--- config.mk ---
export PLATFORM = sky130hd
export DESIGN_NAME = ign3d_front
export DESIGN_NICKNAME = d
export VERILOG_FILES = /design/src/design/ign3d_pkg.sv /design/src/design/ign3d_front.sv
export SDC_FILE = /design/constraint.sdc
export NUM_CORES = 1
export LEC_CHECK = 0
export CAP_MARGIN = 10
export CORE_MARGIN = 5
export CORE_UTILIZATION = 56
export CTS_CLUSTER_SIZE = 30
export DETAILED_ROUTE_END_ITERATION = 12
export DONT_BUFFER_PORTS = 1
export HOLD_SLACK_MARGIN = 0.05
export PLACE_DENSITY = 0.83
export SLEW_MARGIN = 30
export SYNTH_ARGS = -nofsm -noshare
export SYNTH_HDL_FRONTEND = slang
export SYNTH_SLANG_ARGS = --single-unit
--- constraint.sdc ---
create_clock -name clk -period 11.2 [get_ports clk]
set_clock_uncertainty 0.1 [all_clocks]
set_input_delay 2.24 -clock clk [delete_from_list [all_inputs] [get_ports clk]]
set_output_delay 2.24 -clock clk [all_outputs]
set_load 0.02 [all_outputs]
--- src/design/ign3d_pkg.sv ---
`default_nettype none
package ign3d_pkg;

	localparam int COORD_W   = 24;
	localparam int FRAC_BITS = 16;
	localparam int INT_W     = 8;
	localparam int OUT_W     = 18;
	localparam int PERM_SIZE = 256;
	localparam int QUEUE_DEPTH_DEF = 2;

	// One lattice item: integer cell indexes and fractions of the three axes.
	typedef struct packed {
		logic [INT_W-1:0]     xi;
		logic [INT_W-1:0]     yi;
		logic [INT_W-1:0]     zi;
		logic [FRAC_BITS-1:0] xf;
		logic [FRAC_BITS-1:0] yf;
		logic [FRAC_BITS-1:0] zf;
	} item_t;

	// Queue status seen by the front end.
	typedef struct packed {
		logic full;
		logic empty;
	} q_stat_t;

	localparam logic [7:0] PERM_ROM [PERM_SIZE] = '{
		8'd151,8'd160,8'd137,8'd91,8'd90,8'd15,8'd131,8'd13,
		8'd201,8'd95,8'd96,8'd53,8'd194,8'd233,8'd7,8'd225,
		8'd140,8'd36,8'd103,8'd30,8'd69,8'd142,8'd8,8'd99,
		8'd37,8'd240,8'd21,8'd10,8'd23,8'd190,8'd6,8'd148,
		8'd247,8'd120,8'd234,8'd75,8'd0,8'd26,8'd197,8'd62,
		8'd94,8'd252,8'd219,8'd203,8'd117,8'd35,8'd11,8'd32,
		8'd57,8'd177,8'd33,8'd88,8'd237,8'd149,8'd56,8'd87,
		8'd174,8'd20,8'd125,8'd136,8'd171,8'd168,8'd68,8'd175,
		8'd74,8'd165,8'd71,8'd134,8'd139,8'd48,8'd27,8'd166,
		8'd77,8'd146,8'd158,8'd231,8'd83,8'd111,8'd229,8'd122,
		8'd60,8'd211,8'd133,8'd230,8'd220,8'd105,8'd92,8'd41,
		8'd55,8'd46,8'd245,8'd40,8'd244,8'd102,8'd143,8'd54,
		8'd65,8'd25,8'd63,8'd161,8'd1,8'd216,8'd80,8'd73,
		8'd209,8'd76,8'd132,8'd187,8'd208,8'd89,8'd18,8'd169,
		8'd200,8'd196,8'd135,8'd130,8'd116,8'd188,8'd159,8'd86,
		8'd164,8'd100,8'd109,8'd198,8'd173,8'd186,8'd3,8'd64,
		8'd52,8'd217,8'd226,8'd250,8'd124,8'd123,8'd5,8'd202,
		8'd38,8'd147,8'd118,8'd126,8'd255,8'd82,8'd85,8'd212,
		8'd207,8'd206,8'd59,8'd227,8'd47,8'd16,8'd58,8'd17,
		8'd182,8'd189,8'd28,8'd42,8'd223,8'd183,8'd170,8'd213,
		8'd119,8'd248,8'd152,8'd2,8'd44,8'd154,8'd163,8'd70,
		8'd221,8'd153,8'd101,8'd155,8'd167,8'd43,8'd172,8'd9,
		8'd129,8'd22,8'd39,8'd253,8'd19,8'd98,8'd108,8'd110,
		8'd79,8'd113,8'd224,8'd232,8'd178,8'd185,8'd112,8'd104,
		8'd218,8'd246,8'd97,8'd228,8'd251,8'd34,8'd242,8'd193,
		8'd238,8'd210,8'd144,8'd12,8'd191,8'd179,8'd162,8'd241,
		8'd81,8'd51,8'd145,8'd235,8'd249,8'd14,8'd239,8'd107,
		8'd49,8'd192,8'd214,8'd31,8'd181,8'd199,8'd106,8'd157,
		8'd184,8'd84,8'd204,8'd176,8'd115,8'd121,8'd50,8'd45,
		8'd127,8'd4,8'd150,8'd254,8'd138,8'd236,8'd205,8'd93,
		8'd222,8'd114,8'd67,8'd29,8'd24,8'd72,8'd243,8'd141,
		8'd128,8'd195,8'd78,8'd66,8'd215,8'd61,8'd156,8'd180
	};

	// Gradient dot product for one corner. Bit 3 picks y over x for the first
	// term; the second term is y for the low four codes, x for codes 12 and 14
	// and z otherwise. Bits 0 and 1 negate the two terms.
	function automatic logic signed [18:0] grad_sum(input logic [3:0] h,
			input logic signed [17:0] ox, input logic signed [17:0] oy,
			input logic signed [17:0] oz);
		logic signed [18:0] pa;
		logic signed [18:0] pb;
		pa = 19'(h[3] ? oy : ox);
		if (h[3:2] == 2'b00) begin
			pb = 19'(oy);
		end else if (h == 4'hC || h == 4'hE) begin
			pb = 19'(ox);
		end else begin
			pb = 19'(oz);
		end
		return (h[0] ? -pa : pa) + (h[1] ? -pb : pb);
	endfunction

endpackage
`default_nettype wire

--- src/design/ign3d_front.sv ---
`default_nettype none
module ign3d_front import ign3d_pkg::*; (
	input  wire logic               clk,
	input  wire logic               arst_n,
	input  wire logic               start,
	input  wire logic [COORD_W-1:0] x_coord,
	input  wire logic [COORD_W-1:0] y_coord,
	input  wire logic [COORD_W-1:0] z_coord,
	input  wire q_stat_t            q_stat,
	output logic                    busy,
	output logic                    push,
	output item_t                   item
);

	logic  valid_q;
	item_t item_q;
	logic  ready;
	logic  accept;

	assign ready  = !valid_q || !q_stat.full;
	assign busy   = !ready;
	assign accept = start && ready;
	assign push   = valid_q && !q_stat.full;
	assign item   = item_q;

	always_ff @(posedge clk or negedge arst_n) begin
		if (!arst_n) begin
			valid_q <= 1'b0;
		end else begin
			valid_q <= accept || (valid_q && !push);
		end
	end

	// The coordinate splits into a wrapping cell index and a fraction.
	always_ff @(posedge clk) begin
		if (accept) begin
			item_q.xi <= x_coord[COORD_W-1:FRAC_BITS];
			item_q.yi <= y_coord[COORD_W-1:FRAC_BITS];
			item_q.zi <= z_coord[COORD_W-1:FRAC_BITS];
			item_q.xf <= x_coord[FRAC_BITS-1:0];
			item_q.yf <= y_coord[FRAC_BITS-1:0];
			item_q.zf <= z_coord[FRAC_BITS-1:0];
		end
	end

endmodule
`default_nettype wire

==> results of run 1 <==
[worst min-delay path by stage]
stage	from	endpoint	slack, ns
detailed placement	valid_q	valid_q	0.47
floorplan	valid_q	valid_q	0.38
CTS	valid_q	valid_q	0.49
finish	valid_q	valid_q	0.48
global placement	valid_q	valid_q	0.46
global route	valid_q	valid_q	0.53
[layer usage]
metal / routed length, um / track usage / up-vias / part of all wire
met4: 56 / 0.07992 / 0 / 0.013
met2: 2211 / 0.2715 / 101 / 0.51
met5: 0 / 0 / - / 0
li1: - / - / 331 / -
met1: 1376 / 0.1538 / 381 / 0.32
met3: 706 / 0.1433 / 4 / 0.16
[area by class of cell]
class / instances / area share
Tap cell: 48 / 0.02463
Clock buffer: 11 / 0.05387
Timing Repair Buffer: 1 / 0.003079
Clock inverter: 2 / 0.003592
Multi-Input combinational cell: 4 / 0.01796
Sequential cell: 73 / 0.8969
[stage by stage]
step | std cells | hold WS, ns
floorplan | 77 | 0.3812
global placement | 126 | 0.4604
detailed placement | 126 | 0.4707
CTS | 139 | 0.4864
global route | 139 | 0.5291
finish | 139 | 0.4808
[kinds of logic after synthesis]
family / Yosys count / synth area share
AND/OR/NAND/NOR: 2 / 0.007330
flip-flops: 73 / 0.9853
AO/OA/AOI/OAI: 2 / 0.007330
[sequential cells by signal, indices dropped and copies added, names as in the netlist]
register	flops
valid_q	1
item	72
[power by group through the flow]
stage | Clock [mW] | Sequential [mW] | Combinational (mW)
final | 0.153 | 0.344 | 0.00833
after global routing | 0.173 | 0.346 | 0.00900
after CTS | 0.159 | 0.345 | 0.00838
after detailed placement | 0 | 0.351 | 0.00834
after global placement | 0 | 0.350 | 0.00796
after floorplan | 0 | 0.350 | 0.00620
[placed cells by master (no fill, tap or decap), drive strengths merged]
| master | count |
|---|---|
| and2 | 1 |
| buf | 1 |
| and2b | 1 |
| clkbuf | 11 |
| clkinv | 2 |
| edfxtp | 72 |
| dfrtp | 1 |
| a21boi | 1 |
| a21o | 1 |
==> metrics.md, run 1 <==
| Metric | Value |
|---|---|
| Status | `finished, final reports clean` |
| Fin crit period | `4.838 ns` |
| Tcrit/Tclk final | `0.4319` |
| Clk sinks | `73` |
| Clk root buf | `clkbuf_8` |
| Buffers plus inverters on the worst setup path | `0` |
| Area added between synthesis and finish | `9.865%` |
| DRT antenna net count | `0` |
| ANT cells | `0` |
| Power density cells | `207.2 mW/mm^2` |
| Wirelength, routed | `4350 um` |
| Final GP Congestion | `roughly 0.67` |
| Pre-Repair DR Iteration Count | `4` |
| Setup Slack @ Placement | `6.362 ns` |
| Post-synth top flop | `edfxtp_1` |
| Post-synthesis sequential area ratio | `0.9853` |
| DR iter-0 viols | `26` |
| Slew Viols, Final | `0` |
| Crit-path cells | `and2b_2` |
| Peak supply drop | `0.1076 mV` |
| PortBufs | `0` |
| Flop pwr share | `0.682` |
| TNS Setup | `0 ns` |
| Setup bufs post-CTS | `0` |
| Syn nets | `roughly 150` |
| CP startpoint kind | `input pin` |
| Placed instance area | `0.002298 mm^2` |
| Final routed DRC violation total | `0` |
| Die H | `72.96 um` |
| Switching power | `approximately 0.11 mW` |
| DR vias/cell | `between 5 and 6` |
| HP Class | `reg -> reg` |
| Final hold violation count | `0` |
| Clk_lat worst skew | `0.33 ns` |
| Crit. Startpoint | `q_stat[1]` |
| Post-layout util | `0.6514` |
| Layout cell share with drive strength beyond 1 | `0.1648` |
| Global route total overflow | `0` |
| Cells on worst reg2reg path | `2` |
| Number of max-cap violations | `0` |
| Global-route wire length before repair | `roughly 6000 um` |
| CP Capture Point | `push` |
| Slew HR | `0.4293` |
| CP required | `8.86 ns` |
| Tightest Pin Transition | `0.8561 ns` |
| Overall power | `0.5054 mW` |
| Internal | `0.3971 mW` |
| H-tree Lvls | `3` |
| Site row count | `22` |
| Synth warn | `0` |
| Yosys top cell area share | `0.9741` |
| Vias | `roughly 820` |
| Final setup fails | `0` |
| CTS Buf Count | `9` |
| Area of the multi-input gates | `between 40 and 50 um^2` |
| WS Path Type | `in -> out` |
| Critical path fanouts, max | `4` |
| Aggregate global-route resource usage | `0.1713` |
| Die width | `72.96 um` |
| Cell area after layout | `~0.0024 mm^2` |
| Crit path largest cell delay | `~0.26 ns` |
| Ranking of synthesized cells by area | `edfxtp_1 97%, dfrtp_1 1.1%, a21o_2 0.39%, and2b_2 0.39%, a21boi_0 0.34%` |
| Cell taking the most area after synthesis | `edfxtp_1` |
| Initial Util | `0.5929` |
| Total core area | `0.003744 mm^2` |
| Worst R2R Setup Slack | `9.46 ns` |
| Most frequent cell after synthesis | `edfxtp_1` |
| Final nets | `approximately 170` |
| Clock network fraction of total power | `0.302` |
| RSZ-0062 raised after global routing | `false` |
| Fmax | `approximately 210 MHz` |
| Hold buffers post-CTS | `0` |
| Largest net degree at the start of global routing | `73` |
| Distinct cells, synth | `6` |
| Vias in the first global route | `912` |
| Fill cell count | `~250` |
| Die ar. | `0.005322 mm^2` |
| Flops & latches, synth | `73` |
| Kind of cell adding the most delay to the critical path | `simple AND/OR/NAND/NOR gates` |
| Reg clk slew, reported paths | `0.06 ns` |
| Leakage power | `0.7951 nW` |
| Longest Clk Path Bufs | `2` |
| Per-cell routed wire length | `31.29 um` |
| Post-route setup slack | `about 6.4 ns` |
| Comb power frac | `0.016` |
| Setup crit end kind | `output port` |
| Initial antenna violation count | `0` |
| TritonCTS clock tree | `done` |
| Sw Share | `0.2142` |
| Mapped Area | `0.002220 mm^2` |
| Critical path's slowest cell | `and2b_2` |
| Share of flip-flops with an asynchronous set or reset | `0.01370` |
| Hold Path Stages | `1` |
| Register area | `0.002187 mm^2` |
| CP Depth | `1` |
| Post-CTS sizing | `0` |
| Post-Synthesis Cells | `77` |
| FF-to-FF End | `item[56]` |
| I/O pin total | `151` |
| Syn avg cell area | `28.83 um^2` |
| Critical path arrival | `2.50 ns` |
| Number of synthesized flops with an enable pin | `72` |
| Crit Reg-Reg Startpoint | `valid_q` |
(Power assumes the default switching activity.)
==> run 2, diff against run 1 <==
--- a/config.mk
+++ b/config.mk
@@ -5,14 +5,15 @@
 export SDC_FILE = /design/constraint.sdc
 export NUM_CORES = 1
 export LEC_CHECK = 0
+export ABC_AREA = 1
 export CAP_MARGIN = 10
 export CORE_MARGIN = 5
-export CORE_UTILIZATION = 56
+export CORE_UTILIZATION = 54
 export CTS_CLUSTER_SIZE = 30
 export DETAILED_ROUTE_END_ITERATION = 12
 export DONT_BUFFER_PORTS = 1
 export HOLD_SLACK_MARGIN = 0.05
-export PLACE_DENSITY = 0.83
+export PLACE_DENSITY = 0.84
 export SLEW_MARGIN = 30
 export SYNTH_ARGS = -nofsm -noshare
 export SYNTH_HDL_FRONTEND = slang
==> constraint.sdc (replaced) <==
create_clock -name clk -period 3.97 [get_ports clk]
set_clock_uncertainty 0.1 [all_clocks]
set_input_delay 0.794 -clock clk [delete_from_list [all_inputs] [get_ports clk]]
set_output_delay 0.794 -clock clk [all_outputs]
set_load 0.02 [all_outputs]
==> metrics.md, run 2 <==
| Metric | Value |
|---|---|
| Status | `finished, final reports clean` |
| Kind of cell adding the most delay to the critical path | `flip-flops` |
| Post-DP HPWL | `3331 um` |
| Critical path arrival | `1.12 ns (-1.38 ns)` |
| Cell area after layout | `0.002505 mm^2 (+2.7%)` |
| Aggregate global-route resource usage | `0.1679 (-0.003362)` |
| DR vias/cell | `5.743 (-2.3%)` |
| TritonCTS clock tree | `done` |
| M3 GR Usage | `0.1135 (-0.02974)` |
| Vias in the first global route | `922 (+1.1%)` |
| Cells on worst reg2reg path | `2 (unchanged)` |
| Post-layout util | `0.6262 (-0.02519)` |
| Ranking of synthesized cells by area | `edfxtp_1 98%, dfrtp_1 1.1%, inv_1 0.51%, nand2_1 0.34%, a21oi_1 0.23%` |
| Global-route met2 utilization | `0.2815 (+0.009953)` |
| Commonest non-fill, non-tap cell in the layout | `edfxtp_1` |
| Global route total overflow | `0 (unchanged)` |
| Most frequent cells in the layout | `72 x edfxtp_1, 9 x clkbuf_8, 3 x inv_1` |
| Final setup fails | `0 (unchanged)` |
| Crit-path cells | `inv_1, nor2_1` |
| Met1 usage | `0.1502 (-0.003533)` |
| I/O pin total | `151 (unchanged)` |
| Flops & latches, synth | `73 (unchanged)` |
| Share of flip-flops with an asynchronous set or reset | `0.01370 (unchanged)` |
| Hold buffers post-CTS | `1 (+1)` |
| ANT cells | `0 (unchanged)` |
| Critical path fanouts, max | `3 (-1)` |
| CP Depth | `2 (+1)` |
| Global-route wire length before repair | `5927 um (-0.92%)` |
| Distinct cells, synth | `6 (unchanged)` |
| Placed instance area | `0.002308 mm^2 (+0.44%)` |
| Hold Path Stages | `0 (-1)` |
| Critical path's slowest cell | `dfrtp_1` |
| Final nets | `170 (+2.4%)` |
| Die ar. | `0.005482 mm^2 (+3.0%)` |
| Yosys top cell area share | `0.9763 (+0.002201)` |
| Tcrit/Tclk final | `0.5067` |
| DRT antenna net count | `0 (unchanged)` |
| Slew HR | `0.5688 (+0.1395)` |
| Final routed DRC violation total | `0 (unchanged)` |
| Site row count | `23 (+4.5%)` |
| Area added between synthesis and finish | `13.11%` |
| RSZ-0062 raised after global routing | `false` |
| Post-Synthesis Cells | `80 (+3.9%)` |
| Longest Clk Path Bufs | `2 (unchanged)` |
| TNS Setup | `0 ns (unchanged)` |
| WS Path Type | `reg -> out` |
| Mapped Area | `0.002215 mm^2 (-0.23%)` |
| Wirelength, routed | `4398 um (+1.1%)` |
| Setup bufs post-CTS | `0 (unchanged)` |
| Syn nets | `157 (+1.9%)` |
| Crit Reg-Reg Startpoint | `valid_q` |
| Cell taking the most area after synthesis | `edfxtp_1` |
| Most frequent cell after synthesis | `edfxtp_1` |
| HP Class | `in -> reg` |
| Synth warn | `0 (unchanged)` |
| PortBufs | `0 (unchanged)` |
| Post-CTS sizing | `0 (unchanged)` |
| Clk root buf | `clkbuf_8` |
| Total core area | `0.004000 mm^2 (+6.9%)` |
| Final hold violation count | `0 (unchanged)` |
| Syn avg cell area | `27.68 um^2 (-4.0%)` |
| Fmax | `497.1 MHz` |
| Layer with the highest usage | `met2` |
| Vias | `850 (+4.0%)` |
| Clk sinks | `73 (unchanged)` |
| Hold_sp | `z_coord[10]` |
| Power density cells | `607.7 mW/mm^2 (+190%)` |
| Post-synthesis sequential area ratio | `0.9876 (+0.002227)` |
| Crit. Startpoint | `valid_q` |
| H-tree Lvls | `3 (unchanged)` |
| Buffers plus inverters on the worst setup path | `1 (+1)` |
| CP startpoint kind | `register` |
| Pre-Repair DR Iteration Count | `4 (unchanged)` |
| Overall power | `1.522 mW (+200%)` |
| Crit path largest cell delay | `0.42 ns (+0.16 ns)` |
| Reg clk slew, reported paths | `0.07 ns (about the same)` |
| DR iter-0 viols | `35 (+35%)` |
| Final GP Congestion | `0.6758 (+0.45%)` |
| Leakage power | `0.8292 nW (+4.3%)` |
| CP required | `3.08 ns (-5.78 ns)` |
| Post-synth top flop | `edfxtp_1` |
| Slew Viols, Final | `0 (unchanged)` |
| Per-cell routed wire length | `29.72 um (-5.0%)` |
| Max reg flops | `72 (unchanged)` |
| Layout cell share with drive strength beyond 1 | `0.1633 (-0.001570)` |
| Setup crit end kind | `output port` |
| Initial Util | `0.5536 (-0.03927)` |
| CTS Buf Count | `9 (unchanged)` |
| Initial antenna violation count | `0 (unchanged)` |
| Peak supply drop | `0.3350 mV (+210%)` |
| Clk_lat worst skew | `0.32 ns (about the same)` |
| Die width | `74.04 um (+1.5%)` |
| Die H | `74.04 um (+1.5%)` |
| Synth top cells by count | `72 x edfxtp_1, 3 x inv_1, 2 x nand2_1` |
| Tightest Pin Transition | `0.6454 ns (-0.2107 ns)` |
| Number of synthesized flops with an enable pin | `72 (unchanged)` |
| Largest net degree at the start of global routing | `55 (-25%)` |
| Fin crit period | `2.012 ns` |
| Number of max-cap violations | `0 (unchanged)` |
## run 2: where the power goes
part           internal [mW]  switching, mW  leakage (nW)
clock network          0.286          0.240        0.0897
logic                0.00485         0.0223        0.0430
registers              0.902         0.0677         0.696
## run 2: final timing paths
kind | slack [ns] | endpoint
hold / removal | 0.46 | item[10]
setup / recovery | 1.96 | push
min in group asynchronous | 0.57 | valid_q
max in group asynchronous | 3.10 | valid_q
setup reg to reg | 2.20 | item[12]
hold reg to reg | 0.51 | valid_q
## run 2: layout make-up
cell class | instances | area [um^2]
sequential | 73 | 2187
fill | 253 | 1495
clock buffer | 10 | 127.6
tap | 50 | 62.56
clock inverter | 6 | 58.81
timing repair buffer | 2 | 30.03
multi-input combinational | 4 | 27.53
inverter | 3 | 11.26
## run 2: worst register-to-register path, cell delays in order (launching register included)
cell and delay (ns):
dfrtp_1 0.43, a21oi_4 0.55, buf_12 0.36
## run 2: cells by family after synthesis
kind of cell | count (synthesis) | synth area share
buffers and inverters | 3 | 0.005084
AND/OR/NAND/NOR | 3 | 0.005084
AO/OA/AOI/OAI | 1 | 0.002258
flip-flops | 73 | 0.9876
## run 2: routing by layer
layer  wire length [um]  part of all wire
met5                  0                 0
met4                 47             0.011
met3                535              0.12
met2               2527              0.57
met1               1288              0.29
## run 2: through the flow
stage                     std cells  worst slack (ns)  hold slack [ns]
after global placement          131             1.849           0.3985
final                           148             1.958           0.4569
after detailed placement        131             1.775           0.3985
after global routing            148             1.898           0.4305
after floorplan                  80            0.6445           0.3974
after CTS                       148             1.943           0.4401
