===== src/design/ign3d_pkg.sv =====
`default_nettype none
package ign3d_pkg;

	localparam int COORD_W   = 24;
	localparam int FRAC_BITS = 16;
	localparam int INT_W     = 8;
	localparam int OUT_W     = 18;
	localparam int PERM_SIZE = 256;
	localparam int QUEUE_DEPTH_DEF = 2;

	// One lattice item: integer cell indexes and fractions of the three axes.
	typedef struct packed {
		logic [INT_W-1:0]     xi;
		logic [INT_W-1:0]     yi;
		logic [INT_W-1:0]     zi;
		logic [FRAC_BITS-1:0] xf;
		logic [FRAC_BITS-1:0] yf;
		logic [FRAC_BITS-1:0] zf;
	} item_t;

	// Queue status seen by the front end.
	typedef struct packed {
		logic full;
		logic empty;
	} q_stat_t;

	localparam logic [7:0] PERM_ROM [PERM_SIZE] = '{
		8'd151,8'd160,8'd137,8'd91,8'd90,8'd15,8'd131,8'd13,
		8'd201,8'd95,8'd96,8'd53,8'd194,8'd233,8'd7,8'd225,
		8'd140,8'd36,8'd103,8'd30,8'd69,8'd142,8'd8,8'd99,
		8'd37,8'd240,8'd21,8'd10,8'd23,8'd190,8'd6,8'd148,
		8'd247,8'd120,8'd234,8'd75,8'd0,8'd26,8'd197,8'd62,
		8'd94,8'd252,8'd219,8'd203,8'd117,8'd35,8'd11,8'd32,
		8'd57,8'd177,8'd33,8'd88,8'd237,8'd149,8'd56,8'd87,
		8'd174,8'd20,8'd125,8'd136,8'd171,8'd168,8'd68,8'd175,
		8'd74,8'd165,8'd71,8'd134,8'd139,8'd48,8'd27,8'd166,
		8'd77,8'd146,8'd158,8'd231,8'd83,8'd111,8'd229,8'd122,
		8'd60,8'd211,8'd133,8'd230,8'd220,8'd105,8'd92,8'd41,
		8'd55,8'd46,8'd245,8'd40,8'd244,8'd102,8'd143,8'd54,
		8'd65,8'd25,8'd63,8'd161,8'd1,8'd216,8'd80,8'd73,
		8'd209,8'd76,8'd132,8'd187,8'd208,8'd89,8'd18,8'd169,
		8'd200,8'd196,8'd135,8'd130,8'd116,8'd188,8'd159,8'd86,
		8'd164,8'd100,8'd109,8'd198,8'd173,8'd186,8'd3,8'd64,
		8'd52,8'd217,8'd226,8'd250,8'd124,8'd123,8'd5,8'd202,
		8'd38,8'd147,8'd118,8'd126,8'd255,8'd82,8'd85,8'd212,
		8'd207,8'd206,8'd59,8'd227,8'd47,8'd16,8'd58,8'd17,
		8'd182,8'd189,8'd28,8'd42,8'd223,8'd183,8'd170,8'd213,
		8'd119,8'd248,8'd152,8'd2,8'd44,8'd154,8'd163,8'd70,
		8'd221,8'd153,8'd101,8'd155,8'd167,8'd43,8'd172,8'd9,
		8'd129,8'd22,8'd39,8'd253,8'd19,8'd98,8'd108,8'd110,
		8'd79,8'd113,8'd224,8'd232,8'd178,8'd185,8'd112,8'd104,
		8'd218,8'd246,8'd97,8'd228,8'd251,8'd34,8'd242,8'd193,
		8'd238,8'd210,8'd144,8'd12,8'd191,8'd179,8'd162,8'd241,
		8'd81,8'd51,8'd145,8'd235,8'd249,8'd14,8'd239,8'd107,
		8'd49,8'd192,8'd214,8'd31,8'd181,8'd199,8'd106,8'd157,
		8'd184,8'd84,8'd204,8'd176,8'd115,8'd121,8'd50,8'd45,
		8'd127,8'd4,8'd150,8'd254,8'd138,8'd236,8'd205,8'd93,
		8'd222,8'd114,8'd67,8'd29,8'd24,8'd72,8'd243,8'd141,
		8'd128,8'd195,8'd78,8'd66,8'd215,8'd61,8'd156,8'd180
	};

	// Gradient dot product for one corner. Bit 3 picks y over x for the first
	// term; the second term is y for the low four codes, x for codes 12 and 14
	// and z otherwise. Bits 0 and 1 negate the two terms.
	function automatic logic signed [18:0] grad_sum(input logic [3:0] h,
			input logic signed [17:0] ox, input logic signed [17:0] oy,
			input logic signed [17:0] oz);
		logic signed [18:0] pa;
		logic signed [18:0] pb;
		pa = 19'(h[3] ? oy : ox);
		if (h[3:2] == 2'b00) begin
			pb = 19'(oy);
		end else if (h == 4'hC || h == 4'hE) begin
			pb = 19'(ox);
		end else begin
			pb = 19'(oz);
		end
		return (h[0] ? -pa : pa) + (h[1] ? -pb : pb);
	endfunction

endpackage
`default_nettype wire


===== src/design/ign3d_fifo.sv =====
`default_nettype none
module ign3d_fifo import ign3d_pkg::*; #(
	parameter int DEPTH = QUEUE_DEPTH_DEF
) (
	input  wire logic  clk,
	input  wire logic  arst_n,
	input  wire logic  push,
	input  wire item_t item_in,
	input  wire logic  pop,
	output item_t      item_out,
	output q_stat_t    stat
);

	localparam int AW = (DEPTH > 1) ? $clog2(DEPTH) : 1;
	localparam int CW = $clog2(DEPTH + 1);

	item_t         mem [DEPTH];
	logic [AW-1:0] wr_ptr_q;
	logic [AW-1:0] rd_ptr_q;
	logic [CW-1:0] count_q;
	logic          do_push;
	logic          do_pop;

	assign stat.full  = (count_q == CW'(DEPTH));
	assign stat.empty = (count_q == '0);
	assign do_push    = push && !stat.full;
	assign do_pop     = pop && !stat.empty;
	assign item_out   = mem[rd_ptr_q];

	always_ff @(posedge clk or negedge arst_n) begin
		if (!arst_n) begin
			wr_ptr_q <= '0;
			rd_ptr_q <= '0;
			count_q  <= '0;
		end else begin
			if (do_push) begin
				wr_ptr_q <= (wr_ptr_q == AW'(DEPTH - 1)) ? '0 : wr_ptr_q + 1'b1;
			end
			if (do_pop) begin
				rd_ptr_q <= (rd_ptr_q == AW'(DEPTH - 1)) ? '0 : rd_ptr_q + 1'b1;
			end
			if (do_push && !do_pop) begin
				count_q <= count_q + 1'b1;
			end else if (do_pop && !do_push) begin
				count_q <= count_q - 1'b1;
			end
		end
	end

	always_ff @(posedge clk) begin
		if (do_push) begin
			mem[wr_ptr_q] <= item_in;
		end
	end

endmodule
`default_nettype wire


===== config.mk =====
export PLATFORM = sky130hd
export DESIGN_NAME = ign3d_fifo
export DESIGN_NICKNAME = d
export VERILOG_FILES = /design/src/design/ign3d_pkg.sv /design/src/design/ign3d_fifo.sv
export SDC_FILE = /design/constraint.sdc
export NUM_CORES = 1
export LEC_CHECK = 0
export ABC_CLOCK_PERIOD_IN_PS = 5200
export BUFFER_PORTS_ARGS = -buffer_cell sky130_fd_sc_hd__buf_4
export CAP_MARGIN = 10
export CORE_UTILIZATION = 49
export CTS_BUF_LIST = sky130_fd_sc_hd__clkbuf_4 sky130_fd_sc_hd__clkbuf_8
export DETAILED_ROUTE_END_ITERATION = 6
export GPL_ROUTABILITY_DRIVEN = 0
export PLACE_DENSITY = 0.81
export SKIP_CTS_REPAIR_TIMING = 1
export SYNTH_ARGS = -nofsm -noshare
export SYNTH_HDL_FRONTEND = slang
export SYNTH_SLANG_ARGS = --single-unit

===== constraint.sdc =====
create_clock -name clk -period 5.2 [get_ports clk]
set_input_delay 0.52 -clock clk [delete_from_list [all_inputs] [get_ports clk]]
set_output_delay 0.52 -clock clk [all_outputs]
set_load 0.1 [all_outputs]

==> flow_metrics.py, run 1 <==
metrics = {
    "timing": {
        "setup_viol": 0,
        "finalMaxSlewViolations": 0,
        "fmax_mhz": 316.5,
        "fin_crit_sh_pct": 60.76,
        "min_period_ps": 3159,
        "worstMarginPinSlew_ps": 1061,
        "slew_headroom_pct": 29.28,
        "finalSetupTns_ps": 0,
        "skew_ps": 7.182,
        "whs_ps": 266.0,
        "rsz0062_at_grt": "no",
        "final_hold_viol_count": 0,
    },
    "logic_synthesis": {
        "synth_nets": 320,
        "yosysWarningCount": 0,
        "synth.area.top_cells": "edfxtp_1 (75%), mux2_4 (18%), buf_12 (2.4%)",
        "synth.most_common_cell": "edfxtp_1",
        "synth_common_cells": "edfxtp_1 (144), mux2_4 (69), buf_12 (7), dfrtp_1 (4)",
        "synth_edf_count": 144,
        "netlist.area_leader.share_pct": 75.31,
        "synth_flop_cell": "edfxtp_1",
        "async_flop_share_pct": 2.703,
        "avgSynthCellArea_um2": 23.63,
        "synth.distinct_cells": 15,
        "synth_cells": 243,
        "synth_area_mm2": 0.005742,
        "synth_top_area_cell": "edfxtp_1",
        "yosysSeqAreaShare_pct": 77.05,
        "ys_ff_latch": 148,
    },
    "final_layout": {
        "multi_input_area_mm2": 0.001171,
        "antennaDiodeCount": 0,
        "nFillCells": 819,
        "fin_util_pct": 63.80,
        "area_growth_pct": 26.87,
        "finalNetCount": 483,
        "seq_area_mm2": 0.004428,
        "drive_gt1_share_pct": 61.10,
        "instances_no_fill": 562,
    },
    "floorplanning": {
        "die-area_mm2": 0.01216,
        "die_x_um": 110.3,
        "die_height_um": 110.3,
        "num_rows": 39,
        "coreArea_mm2": 0.01142,
        "initial_core_util_pct": 50.28,
        "ioPinCount": 150,
    },
    "setup_path": {
        "rr_endpoint": "mem[0][53]$_DFFE_PP_",
        "worstSetupPathType": "register to output pin",
        "worst_ep_arrival_time_ps": 2640,
        "ff2ff_path_depth": 4,
        "critical-path-slowest-cell": "dfrtp_4",
        "cp-end-kind": "output pin",
        "ff2ff_setup_slack_ps": 2680,
        "crit_path_cell_trace": "buf_4 -> mux2_4 -> buf_4",
        "r2r-start": "count_q[0]$_DFFE_PN0P_",
        "crit_buf_inv": 2,
        "critPathRequiredTime_ps": 4680,
        "cp_common_cell": "buf_4",
        "path_max_fanout": 57,
        "start_kind": "register",
        "critPathTopFamily": "flip-flops",
        "max_stage_delay_ps": 1120,
    },
    "clocking": {
        "cts_root_buffer": "clkbuf_8",
        "cts_tree": "yes",
        "cts_buffer_depth": 2,
        "clk_pin_slew_worst_paths_ps": 80,
        "htree_levels": 4,
        "clock-sinks": 148,
        "clk_latency_ps": 430,
        "cts_inserted_buffers": 17,
    },
    "grt": {
        "antenna_found_initial": 0,
        "grt_use_total_pct": 15.53,
        "grt_overflow": 0,
        "first_global_vias": 2681,
        "grt_max_degree": 73,
        "grt_pass1_wl_mm": 13.37,
    },
    "routing": {
        "wl_mm": 9.207,
        "antenna_left": 0,
        "drc_errors": 0,
        "routed-via-count": 2732,
        "drt_iter0_markers": 147,
        "via_per_inst": 4.861,
        "first_pass_iters": 4,
        "wl_per_cell_um": 16.38,
    },
    "place": {
        "portBuffers": 149,
        "hpwl_mm": 5.796,
        "dpl.cell_count": 529,
    },
    "worst_hold_path": {
        "min_from": "item_in[2]",
        "min_path_type": "input pin to register",
        "hold_path_depth": 1,
        "min_to": "mem[1][2]$_DFFE_PP_",
    },
    "run": {
        "drv_cap": 0,
    },
    "outcome": {
        "status": "finished, final reports clean",
    },
}
-- cell families (layout without fill, tap and decap cells) --
kind of cell	count (synthesis)	in the layout	synth area share, %
AOI/OAI and AO/OA	1	1	0.08708
xor gates and xnor gates	5	5	0.7628
adders and majority gates	1	1	0.2179
buffers and inverters	10	186	2.767
DFF	148	148	77.05
muxes	72	72	18.63
and+or+nand+nor	6	6	0.4795
-- cells in the final DEF, fill, tap and decap left out --
cell / count
o21ai_0: 1
bufinv_16: 1
and3_4: 1
nand2_1: 1
buf_4: 151
clkinv_1: 2
nor2_1: 2
dfrtp_4: 1
edfxtp_1: 144
xnor2_1: 3
nand2b_1: 1
clkbuf_8: 17
clkinv_4: 2
xor2_1: 2
mux2_4: 69
dlygate4sd3_1: 1
mux2_2: 3
inv_6: 1
clkinvlp_4: 4
dfrtp_1: 3
nor2_4: 1
clkinv_2: 4
inv_1: 2
ha_1: 1
clkbuf_4: 1
-- through the flow --
stage,setup WS [ps],cell area [um^2]
6_report,2041,7284
5_1_grt,1923,7284
4_1_cts,2009,7274
3_5_place_dp,2495,6919
3_3_place_gp,2538,6919
2_1_floorplan,1047,5742
-- sequential cells by signal, indices dropped and copies added, names as in the netlist --
register and count:
count_q 2, rd_ptr_q 1, mem 144, wr_ptr_q 1
-- layer usage --
layer | track usage [%] | share of wire, % | routed length (um)
met2 | 24.71 | 52 | 4756
met5 | 0 | 0 | 0
met3 | 5.761 | 6.4 | 591
met1 | 18.39 | 40 | 3680
met4 | 8.271 | 1.9 | 178
-- cell type report --
type / count / area share (%)
Clock inverter: 14 / 1.563
Multi-Input combinational cell: 85 / 16.08
Sequential cell: 148 / 60.79
Tap cell: 143 / 2.456
Inverter: 2 / 0.1031
Clock buffer: 18 / 3.315
Timing Repair Buffer: 152 / 15.70
-- how the worst max path moves through the flow --
stage,endpoint,cells past startpoint,slack [ps],from
finish,item_out[23],3,2040,rd_ptr_q$_DFFE_PN0P_
global route,item_out[23],3,1920,rd_ptr_q$_DFFE_PN0P_
CTS,item_out[29],3,2010,rd_ptr_q$_DFFE_PN0P_
detailed placement,item_out[29],3,2490,rd_ptr_q$_DFFE_PN0P_
global placement,item_out[33],3,2540,rd_ptr_q$_DFFE_PN0P_
floorplan,mem[0][0]$_DFFE_PP_,3,1050,count_q[0]$_DFFE_PN0P_
-- worst reg2reg max path: stages (launching register included) --
cell      delay, ps
dfrtp_1         420
nand2b_1        170
nand2_1         140
nor2_4          820
buf_4           600
Power of run 1 is not shown: default switching activity piles up to over one toggle a cycle in this logic, so the estimate is an artifact.
==> run 2: changes to the inputs <==
--- a/config.mk
+++ b/config.mk
@@ -5,14 +5,14 @@
 export SDC_FILE = /design/constraint.sdc
 export NUM_CORES = 1
 export LEC_CHECK = 0
-export ABC_CLOCK_PERIOD_IN_PS = 5200
+export ABC_CLOCK_PERIOD_IN_PS = 2600
 export BUFFER_PORTS_ARGS = -buffer_cell sky130_fd_sc_hd__buf_4
 export CAP_MARGIN = 10
 export CORE_UTILIZATION = 49
 export CTS_BUF_LIST = sky130_fd_sc_hd__clkbuf_4 sky130_fd_sc_hd__clkbuf_8
 export DETAILED_ROUTE_END_ITERATION = 6
 export GPL_ROUTABILITY_DRIVEN = 0
-export PLACE_DENSITY = 0.81
+export PLACE_DENSITY = 0.84
 export SKIP_CTS_REPAIR_TIMING = 1
 export SYNTH_ARGS = -nofsm -noshare
 export SYNTH_HDL_FRONTEND = slang
==> constraint.sdc (replaced) <==
create_clock -name clk -period 2.6 [get_ports clk]
set_input_delay 0.26 -clock clk [delete_from_list [all_inputs] [get_ports clk]]
set_output_delay 0.26 -clock clk [all_outputs]
set_load 0.1 [all_outputs]
==> run 2 against run 1 <==
Against the previous run:
- first-iteration DRC count decreased by 37%
- cell count increased by 14%
- global-route usage decreased by 0.17 points
- clock-buffer cell count increased by 5
- non-clock buffer count increased by 76
- die area unchanged
- worst hold slack got worse by 99 ps
- sequential share of layout area decreased by 6.4 points
- register-to-register slack got worse by 1800 ps
- final area increased by 12%
- worst setup slack got worse by 1700 ps
- critical path type unchanged
==> flow_metrics.py, run 2 (synthesis gave the netlist of run 1 again) <==
metrics = {
    "setup_path": {
        "max_stage_delay_ps": 690,
        "critPathRequiredTime_ps": 2340,
        "ff2ff_path_depth": 3,
        "start_kind": "register",
        "critical-path-slowest-cell": "dfrtp_4",
        "cp-end-kind": "output pin",
        "ff2ff_setup_slack_ps": 840,
        "worst_ep_arrival_time_ps": 2040,
        "rr_endpoint": "mem[1][44]$_DFFE_PP_",
        "crit_path_cell_trace": "buf_12 -> mux2_2 -> buf_4",
        "r2r-start": "count_q[0]$_DFFE_PN0P_",
        "path_max_fanout": 30,
        "worstSetupPathType": "register to output pin",
    },
    "final_layout": {
        "fin_util_pct": 71.28,
        "finalNetCount": 559,
        "regMostFlops": "mem",
        "final_common_cell": "buf_4",
        "antennaDiodeCount": 0,
        "instances_no_fill": 638,
        "final_cell_mix": "buf_4 (152), edfxtp_1 (144), dlygate4sd3_1 (73)",
        "drive_gt1_share_pct": 52.93,
        "reg_top3": "mem x144, count_q x2",
        "area_growth_pct": 41.75,
        "largest_reg_flops": 144,
    },
    "place": {
        "hpwl_mm": 6.185,
        "dpl.cell_count": 533,
        "portBuffers": 149,
    },
    "floorplanning": {
        "die-area_mm2": 0.01216,
        "initial_core_util_pct": 50.28,
        "coreArea_mm2": 0.01142,
        "num_rows": 39,
        "die_x_um": 110.3,
        "die_height_um": 110.3,
        "ioPinCount": 150,
    },
    "timing": {
        "setup_viol": 0,
        "finalMaxSlewViolations": 0,
        "fin_crit_sh_pct": 88.44,
        "min_period_ps": 2300,
        "final_hold_viol_count": 0,
        "whs_ps": 166.6,
        "slew_headroom_pct": 63.68,
        "finalSetupTns_ps": 0,
        "worstMarginPinSlew_ps": 544.8,
        "fmax_mhz": 434.9,
        "rsz0062_at_grt": "no",
        "skew_ps": 11.01,
    },
    "grt": {
        "grt_pass1_wl_mm": 13.30,
        "grt_overflow": 0,
        "grt_use_total_pct": 15.37,
        "first_global_vias": 2690,
        "antenna_found_initial": 0,
        "grt_max_degree": 42,
    },
    "clocking": {
        "htree_levels": 4,
        "cts_tree": "yes",
        "cts_buffer_depth": 2,
        "clk_latency_ps": 420,
        "clock-sinks": 148,
        "cts_inserted_buffers": 17,
        "cts_root_buffer": "clkbuf_8",
        "clk_pin_slew_worst_paths_ps": 80,
    },
    "run": {
        "drv_cap": 0,
    },
    "routing": {
        "wl_mm": 10.62,
        "wl_per_cell_um": 16.65,
        "first_pass_iters": 4,
        "antenna_left": 0,
        "via_per_inst": 4.765,
        "routed-via-count": 3040,
        "drt_iter0_markers": 93,
        "drc_errors": 0,
    },
    "worst_hold_path": {
        "min_path_type": "input pin to asynchronous set/reset pin",
    },
    "outcome": {
        "status": "finished, final reports clean",
    },
}
-- run 2: area by class of cell --
cell class	instances	area (um^2)
Clock inverter	9	130.1
Clock buffer	23	291.5
Timing Repair Buffer	228	1932
Inverter	2	7.507
Sequential cell	148	4428
Tap cell	143	178.9
Multi-Input combinational cell	85	1171
Fill cell	705	3279
-- run 2: worst max path at each step --
stage	from	to	slack, ps	depth (start not counted)
finish	rd_ptr_q$_DFFE_PN0P_	item_out[54]	300	3
detailed placement	rd_ptr_q$_DFFE_PN0P_	item_out[54]	740	3
floorplan	count_q[0]$_DFFE_PN0P_	mem[0][0]$_DFFE_PP_	440	3
global route	rd_ptr_q$_DFFE_PN0P_	item_out[54]	200	3
CTS	rd_ptr_q$_DFFE_PN0P_	item_out[54]	260	3
global placement	rd_ptr_q$_DFFE_PN0P_	item_out[54]	750	3
-- run 2: metrics by stage --
stage	setup WS, ps	instance area (um^2)
6_report	300.5	8139
5_1_grt	200.8	8139
4_1_cts	260.3	7408
3_5_place_dp	743.7	6987
3_3_place_gp	753.3	6987
2_1_floorplan	443.4	5751
-- run 2: routing by layer --
metal | routed length, um | global-route usage (%) | share of wire (%) | up-vias
met5 | 0 | 0 | 0 | -
met3 | 508 | 6.349 | 4.8 | 7
met1 | 4358 | 18.61 | 41 | 1500
met2 | 5673 | 24.89 | 53 | 105
met4 | 83 | 5.263 | 0.78 | 0
li1 | - | - | - | 1428
-- run 2: worst max-delay path: cells and delay by family, from the launching register on --
family	cells	cell delay, ps
flops	1	690
mux	1	370
buf+inv	2	520
Power of run 2 is left out for the same reason.
==> run 3: changes to the inputs <==
--- a/config.mk
+++ b/config.mk
@@ -5,6 +5,7 @@
 export SDC_FILE = /design/constraint.sdc
 export NUM_CORES = 1
 export LEC_CHECK = 0
+export ABC_AREA = 1
 export ABC_CLOCK_PERIOD_IN_PS = 2600
 export BUFFER_PORTS_ARGS = -buffer_cell sky130_fd_sc_hd__buf_4
 export CAP_MARGIN = 10
==> run 3 against run 2 <==
Against the previous run:
- worst hold slack worse by 90 ps
- register-to-register slack worse by 40 ps
- clock skew down 5.2 ps
- first-iteration DRC count rose to 3.0 times the previous value
- worst setup slack better by 55 ps
- core utilization up 1.4 points
==> flow_metrics.py, run 3 <==
metrics = {
    "timing": {
        "setup_viol": 0,
        "fmax_mhz": 445.5,
        "finalSetupTns_ps": 0,
        "skew_ps": 5.843,
        "finalMaxSlewViolations": 0,
        "fin_crit_sh_pct": 86.34,
        "slew_headroom_pct": 56.40,
        "rsz0062_at_grt": "no",
        "final_hold_viol_count": 0,
        "worstMarginPinSlew_ps": 653.9,
        "min_period_ps": 2245,
    },
    "final_layout": {
        "finalNetCount": 716,
        "final_common_cell": "nand2_1",
        "nFillCells": 683,
        "reg_top3": "mem x144, count_q x2",
        "multi_input_area_um2": 929.6,
        "area_growth_pct": 44.05,
        "drive_gt1_share_pct": 29.49,
        "seq_area_mm2": 0.004425,
        "regMostFlops": "mem",
        "final_cell_mix": "nand2_1 (224), buf_4 (153), edfxtp_1 (144)",
        "final_cell_area_mm2": 0.007909,
        "antennaDiodeCount": 0,
        "largest_reg_flops": 144,
    },
    "grt": {
        "grt_max_degree": 74,
        "first_global_vias": 3423,
        "grt_use_total_pct": 18.68,
        "grt_pass1_wl_mm": 15.73,
        "grt_overflow": 0,
        "antenna_found_initial": 0,
    },
    "outcome": {
        "status": "finished, final reports clean",
    },
    "routing": {
        "routed-via-count": 3782,
        "drt_iter0_markers": 283,
        "wl_mm": 11.84,
        "antenna_left": 0,
        "via_per_inst": 4.781,
        "drc_errors": 0,
        "first_pass_iters": 4,
        "wl_per_cell_um": 14.96,
    },
    "setup_path": {
        "critical-path-slowest-cell": "dfrtp_2",
        "r2r-start": "count_q[1]$_DFFE_PN0P_",
        "ff2ff_path_depth": 6,
        "ff2ff_setup_slack_ps": 800,
        "start_kind": "register",
        "max_stage_delay_ps": 660,
        "crit_path_cell_trace": "buf_4 -> nand2_1 -> nand2_1 -> buf_4",
        "worstSetupPathType": "register to output pin",
        "worst_ep_arrival_time_ps": 1980,
        "rr_endpoint": "mem[0][37]$_DFFE_PP_",
        "critPathRequiredTime_ps": 2340,
        "cp-end-kind": "output pin",
        "path_max_fanout": 27,
    },
    "logic_synthesis": {
        "synth_common_cells": "nand2_1 (225), edfxtp_1 (144), buf_2 (7), buf_6 (7), inv_1 (7)",
        "synth_edf_count": 144,
        "async_flop_share_pct": 2.703,
        "synth_area_mm2": 0.005490,
        "netlist.area_leader.share_pct": 78.76,
        "synth.area.top_cells": "edfxtp_1 (79%), nand2_1 (15%), dfrtp_1 (1.8%)",
        "synth_cells": 407,
        "synth.distinct_cells": 16,
        "synth.most_common_cell": "nand2_1",
        "yosysWarningCount": 0,
        "synth_nets": 484,
        "synth_flop_cell": "edfxtp_1",
        "yosysSeqAreaShare_pct": 80.58,
        "avgSynthCellArea_um2": 13.49,
        "synth_top_area_cell": "edfxtp_1",
        "ys_ff_latch": 148,
    },
    "floorplanning": {
        "coreArea_mm2": 0.01089,
        "num_rows": 38,
        "ioPinCount": 150,
        "initial_core_util_pct": 50.43,
        "die-area_mm2": 0.01163,
        "die_x_um": 107.9,
        "die_height_um": 107.9,
    },
    "clocking": {
        "cts_root_buffer": "clkbuf_8",
        "clock-sinks": 148,
        "cts_inserted_buffers": 17,
        "clk_pin_slew_worst_paths_ps": 70,
        "clk_latency_ps": 420,
        "cts_buffer_depth": 2,
        "cts_tree": "yes",
        "htree_levels": 4,
    },
    "worst_hold_path": {
        "hold_path_depth": 3,
        "min_to": "rd_ptr_q$_DFFE_PN0P_",
        "min_path_type": "input pin to register",
        "min_from": "pop",
    },
    "place": {
        "hpwl_mm": 6.555,
        "portBuffers": 149,
        "placed_cell_area_mm2": 0.006753,
    },
    "run": {
        "drv_cap": 0,
    },
}
## run 3: cell count changes after synthesis, moves of 3 or more
| cell | delta |
|---|---|
| nand2_1 | +224 |
| mux2_4 | -69 |
| buf_12 | -7 |
| buf_2 | +7 |
| buf_6 | +6 |
| inv_1 | +5 |
| mux2_2 | -3 |
## run 3: cell type report
type	instances	share of cell area, %
timing repair buffer	228	24.27
inverter	8	0.4271
clock inverter	13	2.326
clock buffer	18	3.053
sequential	148	55.96
tap	140	2.215
multi-input combinational	236	11.75
## run 3: worst max path at each step
stage	start	end	slack, ps	cells past startpoint
after floorplan	count_q[1]$_DFFE_PN0P_	mem[0][0]$_DFFE_PP_	20	5
after global placement	count_q[1]$_DFFE_PN0P_	mem[0][65]$_DFFE_PP_	810	6
after detailed placement	count_q[1]$_DFFE_PN0P_	mem[0][35]$_DFFE_PP_	810	6
after CTS	rd_ptr_q$_DFFE_PN0P_	item_out[52]	360	5
after global routing	rd_ptr_q$_DFFE_PN0P_	item_out[60]	240	5
final	rd_ptr_q$_DFFE_PN0P_	item_out[52]	360	4
## run 3: worst max-delay path, delay by kind of cell (launching register included)
kind	cells	cell delay, ps
buffers and inverters	2	690
flip-flops	1	660
AND/OR/NAND/NOR	2	210
## run 3: stage by stage
stage / util [%] / worst slack (ps) / hold slack (ps) / instances
6_report: 72.64 / 355.1 / 76.78 / 791
5_1_grt: 72.64 / 244.5 / 52.09 / 791
4_1_cts: 65.93 / 355.5 / -407.3 / 718
3_5_place_dp: 62.02 / 805.2 / 63.71 / 687
3_3_place_gp: 62.02 / 812.1 / 61.04 / 687
2_1_floorplan: - / 20.67 / -35.59 / 407
## run 3: routing by layer
layer	vias to the layer above	global-route usage, %	routed length, um	share of wire (%)
met5	-	0	0	0
met4	0	7.534	139	1.2
met3	13	6.598	622	5.3
met2	129	30.95	6429	54
met1	1810	22.20	4645	39
li1	1830	-	-	-
## run 3: cell families after synthesis
| logic type | synth area share, % |
|---|---|
| XOR/XNOR | 0.1596 |
| flip-flops | 80.58 |
| AND/OR/NAND/NOR | 16.09 |
| adder cells (fa/ha/maj) | 0.2279 |
| AO/OA/AOI/OAI | 0.1823 |
| buffers and inverters | 2.758 |
Power of run 3 is left out for the same reason.
